[src/rtl/chbb_fifo.sv]
// small register queue between the front and the back
module chbb_fifo #(
	parameter int WIDTH = 8,
	parameter int DEPTH = 4
) (
	input  logic             clk,
	input  logic             arst_n,
	input  logic             push,
	input  logic [WIDTH-1:0] push_data,
	output logic             full,
	input  logic             pop,
	output logic [WIDTH-1:0] pop_data,
	output logic             empty
);
	localparam int PTR_BITS = (DEPTH > 1) ? $clog2(DEPTH) : 1;
	localparam int CNT_BITS = $clog2(DEPTH + 1);

	logic [WIDTH-1:0] slot_q [DEPTH];
	logic [PTR_BITS-1:0] wr_ptr_q;
	logic [PTR_BITS-1:0] rd_ptr_q;
	logic [CNT_BITS-1:0] count_q;

	assign full = (count_q == CNT_BITS'(DEPTH));
	assign empty = (count_q == '0);
	assign pop_data = slot_q[rd_ptr_q];

	always_ff @(posedge clk) begin
		if (push) begin
			slot_q[wr_ptr_q] <= push_data;
		end
	end

	always_ff @(posedge clk or negedge arst_n) begin
		if (!arst_n) begin
			wr_ptr_q <= '0;
			rd_ptr_q <= '0;
			count_q <= '0;
		end else begin
			if (push) begin
				wr_ptr_q <= (wr_ptr_q == PTR_BITS'(DEPTH - 1)) ? '0 : wr_ptr_q + 1'b1;
			end
			if (pop) begin
				rd_ptr_q <= (rd_ptr_q == PTR_BITS'(DEPTH - 1)) ? '0 : rd_ptr_q + 1'b1;
			end
			if (push && !pop) begin
				count_q <= count_q + 1'b1;
			end else if (pop && !push) begin
				count_q <= count_q - 1'b1;
			end
		end
	end

endmodule

[config.mk]
export PLATFORM = sky130hd
export DESIGN_NAME = chbb_fifo
export DESIGN_NICKNAME = d
export VERILOG_FILES = /design/src/rtl/chbb_fifo.sv
export SDC_FILE = /design/constraint.sdc
export NUM_CORES = 1
export LEC_CHECK = 0
export ABC_AREA = 1
export BUFFER_PORTS_ARGS = -buffer_cell sky130_fd_sc_hd__buf_2
export CORE_UTILIZATION = 55
export CTS_BUF_LIST = sky130_fd_sc_hd__clkbuf_8 sky130_fd_sc_hd__clkbuf_16
export CTS_CLUSTER_SIZE = 12
export DETAILED_ROUTE_END_ITERATION = 8
export PLACE_DENSITY = 0.74
export RECOVER_POWER = 50
export SLEW_MARGIN = 10
export SYNTH_ARGS = -nofsm -noshare
export SYNTH_HDL_FRONTEND = slang
export SYNTH_SLANG_ARGS = --single-unit
[constraint.sdc]
create_clock -name clk -period 2.59 [get_ports clk]
set_input_delay 0.6475 -clock clk [delete_from_list [all_inputs] [get_ports clk]]
set_output_delay 0.6475 -clock clk [all_outputs]
set_load 0.02 [all_outputs]
# After elaboration in Yosys (flattened, before gate mapping)
# Memory sizes are Yosys's and may differ from the RTL's.
# Cells that the tools add are included.
[totals]
mem_count = 1
ramBits = 32
elab_cells = 23
output_inout_bits = 10
input_bits = 12
regBits = 7
[op_classes]
n_eq_ne = 3
muxes = 6
reduce_logical = 6
addsub = 4
[memory_table]
columns = ["name", "depth", "word_bits", "read_ports", "rd_ports_with_merged_regs", "write_ports", "line_no", "rtl"]
rows = [
  ["slot_q", 4, 8, 1, 0, 1, "18", "logic [WIDTH-1:0] slot_q [DEPTH];"],
]
[op_table]
columns = ["operator", "n"]
rows = [
  ["two-way mux 3 bit", 2],
  ["adder 2 x 1 -> 2 bit, second input constant", 2],
  ["== test 2 bit, second input constant", 2],
  ["two-way mux 2 bit", 2],
  ["adder 3 x 1 -> 3 bit, second input constant", 1],
  ["== test 3 bit, second input constant", 1],
  ["logical NOT 3 bit", 1],
  ["subtractor 3 x 1 -> 3 bit, second input constant", 1],
  ["logical AND 1 bit", 2],
  ["logical NOT 1 bit", 2],
  ["two-way mux 1 bit", 2],
  ["nonzero test 2 bit", 1],
]

# Logic depth before layout (Yosys ltp)
[depth]
ltp_word = 4
depth_mapped = 9
ltp_nobuf = 9

# Worst setup path before layout
# OpenSTA, ideal clock, no wires.
[synth_timing]
path_type = "input port to flip-flop"
from = "input pop"
to = "register count_q[2]"
stages = 8
path_slack_ns = 0.983
arrival_time_ns = 1.490
path_buffers = 0
setup_ns = 0.117
t_required_ns = 2.473
cell_sequence = "inv_1 -> ha_1 -> inv_1 -> fa_1 -> nand2_1 -> nand3_1 -> nand2_1 -> nand2_1"
[synth_between]
elab_chain_len = 3
word_cells_on_any_way = 5
cone_classes = "mux (1); reduce/logical (4)"
[synth_lines]
columns = ["element", "line_no", "rtl"]
rows = [
  ["from (decl)", "11", "input logic pop,"],
  ["logical NOT 1 bit", "45", "if (push && !pop) begin"],
  ["logical AND 1 bit", "45", ""],
  ["two-way mux 3 bit / nonzero test 2 bit (equally long branches)", "-", ""],
  ["to (signal assigned)", "46", "count_q <= count_q + 1'b1;"],
  ["to (signal assigned)", "48", "count_q <= count_q - 1'b1;"],
  ["to (decl)", "21", "logic [CNT_BITS-1:0] count_q;"],
]
# Parallel ways exist; a longest one is shown, timed or not.
# A chain may end at the register's enable or synchronous reset.

# Final worst setup path
[layout_timing]
from = "register rd_ptr_q[0]"
to = "output pop_data[6]"
[layout_between]
elab_chain_len = 1
[layout_lines]
columns = ["element", "line_no", "rtl"]
rows = [
  ["from (decl)", "20", "logic [PTR_BITS-1:0] rd_ptr_q;"],
  ["from (signal assigned)", "43", "rd_ptr_q <= (rd_ptr_q == PTR_BITS'(DEPTH - 1)) ? '0 : rd_ptr_q + 1'b1;"],
  ["memory (4 x 8 bit)", "-", ""],
  ["to (decl)", "12", "output logic [WIDTH-1:0] pop_data,"],
]
# No other way between the ends.

==> results.toml <==
[critical_path]
worst_setup_path_end_kind = "output pin"
path_cells = "inv_2 -> nand2_1 -> o211ai_1 -> nand2_1 -> buf_2"
crit_arrival_ns = 1.53
crit_path_max_fanout = 33
crit_family = "buffers and inverters"
crit_type = "reg -> out"
crit_slowest_cell = "dfrtp_1"
cp_num_buf_inv = 2
worstSetupStartpointType = "register"
crit_path_max_incr_delay_ns = 0.40
required_ns = 1.94
cpMostUsedCell = "nand2_1"

[finish]
post-route-util_pct = 67.0
multi_input_area_um2 = 417
drive_gt1_share_pct = 12.4
layout.nets = 187
syn2layout_area_growth_pct = 12.2
ff_latch_area_um2 = 1140
antenna_cells = 0
fillers = 218

[min_path]
hold_class = "in -> async"

[die]
die_w_um = 57.6
dieArea_um2 = 3320
design.core.area_um2 = 2850
start_util_pct = 59.7
io_pins = 22
row_count = 19
die_h_um = 57.6

[clocking]
cts.htree.levels = 2
numClockSinks = 39
worst_skew_pair.late_latency_ns = 0.28
post_cts_resized = 0
cts_tree = "done"
ctsLongestPathBuffers = 2
cts_hold_buf = 0
clk_transition_reported_paths_ns = 0.07
numCtsBuffers = 5
root_buffer = "clkbuf_8"
post_cts_buffers = 0

[synthesis]
ys_ff_latch = 39
syn_inst = 144
yosysTopAreaCell = "edfxtp_1"
ys_dominant_reg_cell = "edfxtp_1"
netlist_top_cells_area = "edfxtp_1 (56%), dfrtp_1 (10%), nand2_1 (8.4%)"
synthArstFlopShare_pct = 17.9
yosysUniqueCellTypes = 17
synth_nets = 163
syn_avg_cell_area_um2 = 11.8
synth_warnings = 0
synth.top_cell.area_share_pct = 56.4
synth_area_um2 = 1700
yosysSeqAreaShare_pct = 66.7
synth_edf_count = 32

[flow_run]
cap_violations = 0

[pwr]
p_leak_nw = 0.850
vdd_drop_max_mv = 0.628
power_mw = 2.12
pwr_density_cell_nw_per_um2 = 1110

[sta]
slew_violations = 0
period_needed_ns = 2.18
setup_viol = 0
worstMarginPinSlew_ns = 0.490
finalHoldViolCount = 0
maxSlewHeadroom_pct = 67.3
setup_tns_ns = 0
fmax_ghz = 0.459
grt_setup_unrepaired = "no"
fin_crit_sh_pct = 84.1
fin_skew_ns = 0.00276

[route]
first_pass_iters = 6
wl_per_cell_um = 13.4
vias_per_cell = 5.18
wl_mm = 2.69
drtIter0Drc = 47
drc = 1
vias = 1036
ant_nets = 0

[place]
portBuffers = 21
routabilityCongestion = 0.624
dpl.hpwl_mm = 1.80

[global_route]
grt_max_degree = 34
grt_antenna_before_repair = 0
grt_usage_pct = 18.8
grt-ovfl-total = 0
grt_first_pass_wirelength_mm = 4.45
first_global_vias = 1031

[run_status]
failed_checks = "design-rule violations"
run_status = "complete, but fails checks"
-- cells in the final DEF (no fill, tap or decap) --
master	n
nor3_1	2
fa_1	1
nand2_1	38
clkbuf_1	10
xnor2_1	1
nand3_1	1
o211ai_1	16
clkinv_2	1
dfrtp_1	7
inv_1	27
nand4_1	1
clkbuf_8	6
a21oi_1	1
edfxtp_1	32
nor2_1	1
buf_2	11
ha_1	6
inv_2	2
bufinv_16	1
o21ai_0	4
-- synth_stat cells (2+ instances only) --
| cell type | instances |
|---|---|
| nand2_1 | 38 |
| edfxtp_1 | 32 |
| inv_1 | 27 |
| o211ai_1 | 16 |
| dfrtp_1 | 7 |
| ha_1 | 6 |
| o21ai_0 | 4 |
| buf_6 | 3 |
| inv_2 | 2 |
| nor3_1 | 2 |
-- state kept, by name (all words and copies together), names as in the netlist --
register  flops
slot_q       32
count_q       3
wr_ptr_q      2
rd_ptr_q      2
-- layout make-up --
cell class                 count  share of cell area [%]
timing repair buffer          21                    4.85
clock buffer                   6                    4.32
inverter                      29                    5.70
clock inverter                 2                    1.83
tap                           31                    2.03
sequential                    39                    59.5
multi-input combinational     72                    21.8
-- per-layer routing --
metal  GRT usage (%)  routed length, um
met5               0                  0
met4            8.36                 35
met3            7.59                138
met2            31.4               1300
met1            21.4               1210
-- logic make-up (layout without fill, tap and decap cells) --
family	Yosys count	count (layout)	synth area share [%]
compound gates	21	21	8.52
simple gates	43	43	9.85
flops	39	39	66.7
xor+xnor	1	1	0.514
buf+inv	33	58	8.82
fa+ha+maj	7	7	5.58
-- path summary, 6_finish.rpt --
path / from / to / slack [ns] / cells past startpoint
worst min-delay path: arst_n / count_q[1]$_DFFE_PN0P_ / 0.26 / 1
min in group clk: count_q[2]$_DFFE_PN0P_ / count_q[2]$_DFFE_PN0P_ / 0.51 / 2
worst min register to register: count_q[2]$_DFFE_PN0P_ / count_q[2]$_DFFE_PN0P_ / 0.51 / 2
max in group asynchronous: arst_n / count_q[0]$_DFFE_PN0P_ / 2.04 / 1
worst max register to register: wr_ptr_q[0]$_DFFE_PN0P_ / slot_q[2][1]$_DFFE_PP_ / 1.23 / 4
worst max-delay path: rd_ptr_q[0]$_DFFE_PN0P_ / pop_data[6] / 0.41 / 5
-- per-stage QoR --
stage / hold WS, ns / worst slack (ns) / area [um^2] / cells
global route: 0.275 / 0.240 / 1910 / 200
floorplan: 0.352 / 0.983 / 1700 / 144
detailed placement: 0.490 / 0.718 / 1810 / 192
global placement: 0.484 / 0.784 / 1810 / 192
finish: 0.263 / 0.413 / 1910 / 200
CTS: 0.183 / 0.418 / 1920 / 200
-- where the power goes --
group          leakage [nW]  switching, mW  internal [mW]
Combinational         0.411          0.463          0.228
Sequential            0.378         0.0960          0.833
Clock                0.0612          0.192          0.311
Power figures use the tool's default switching activity.
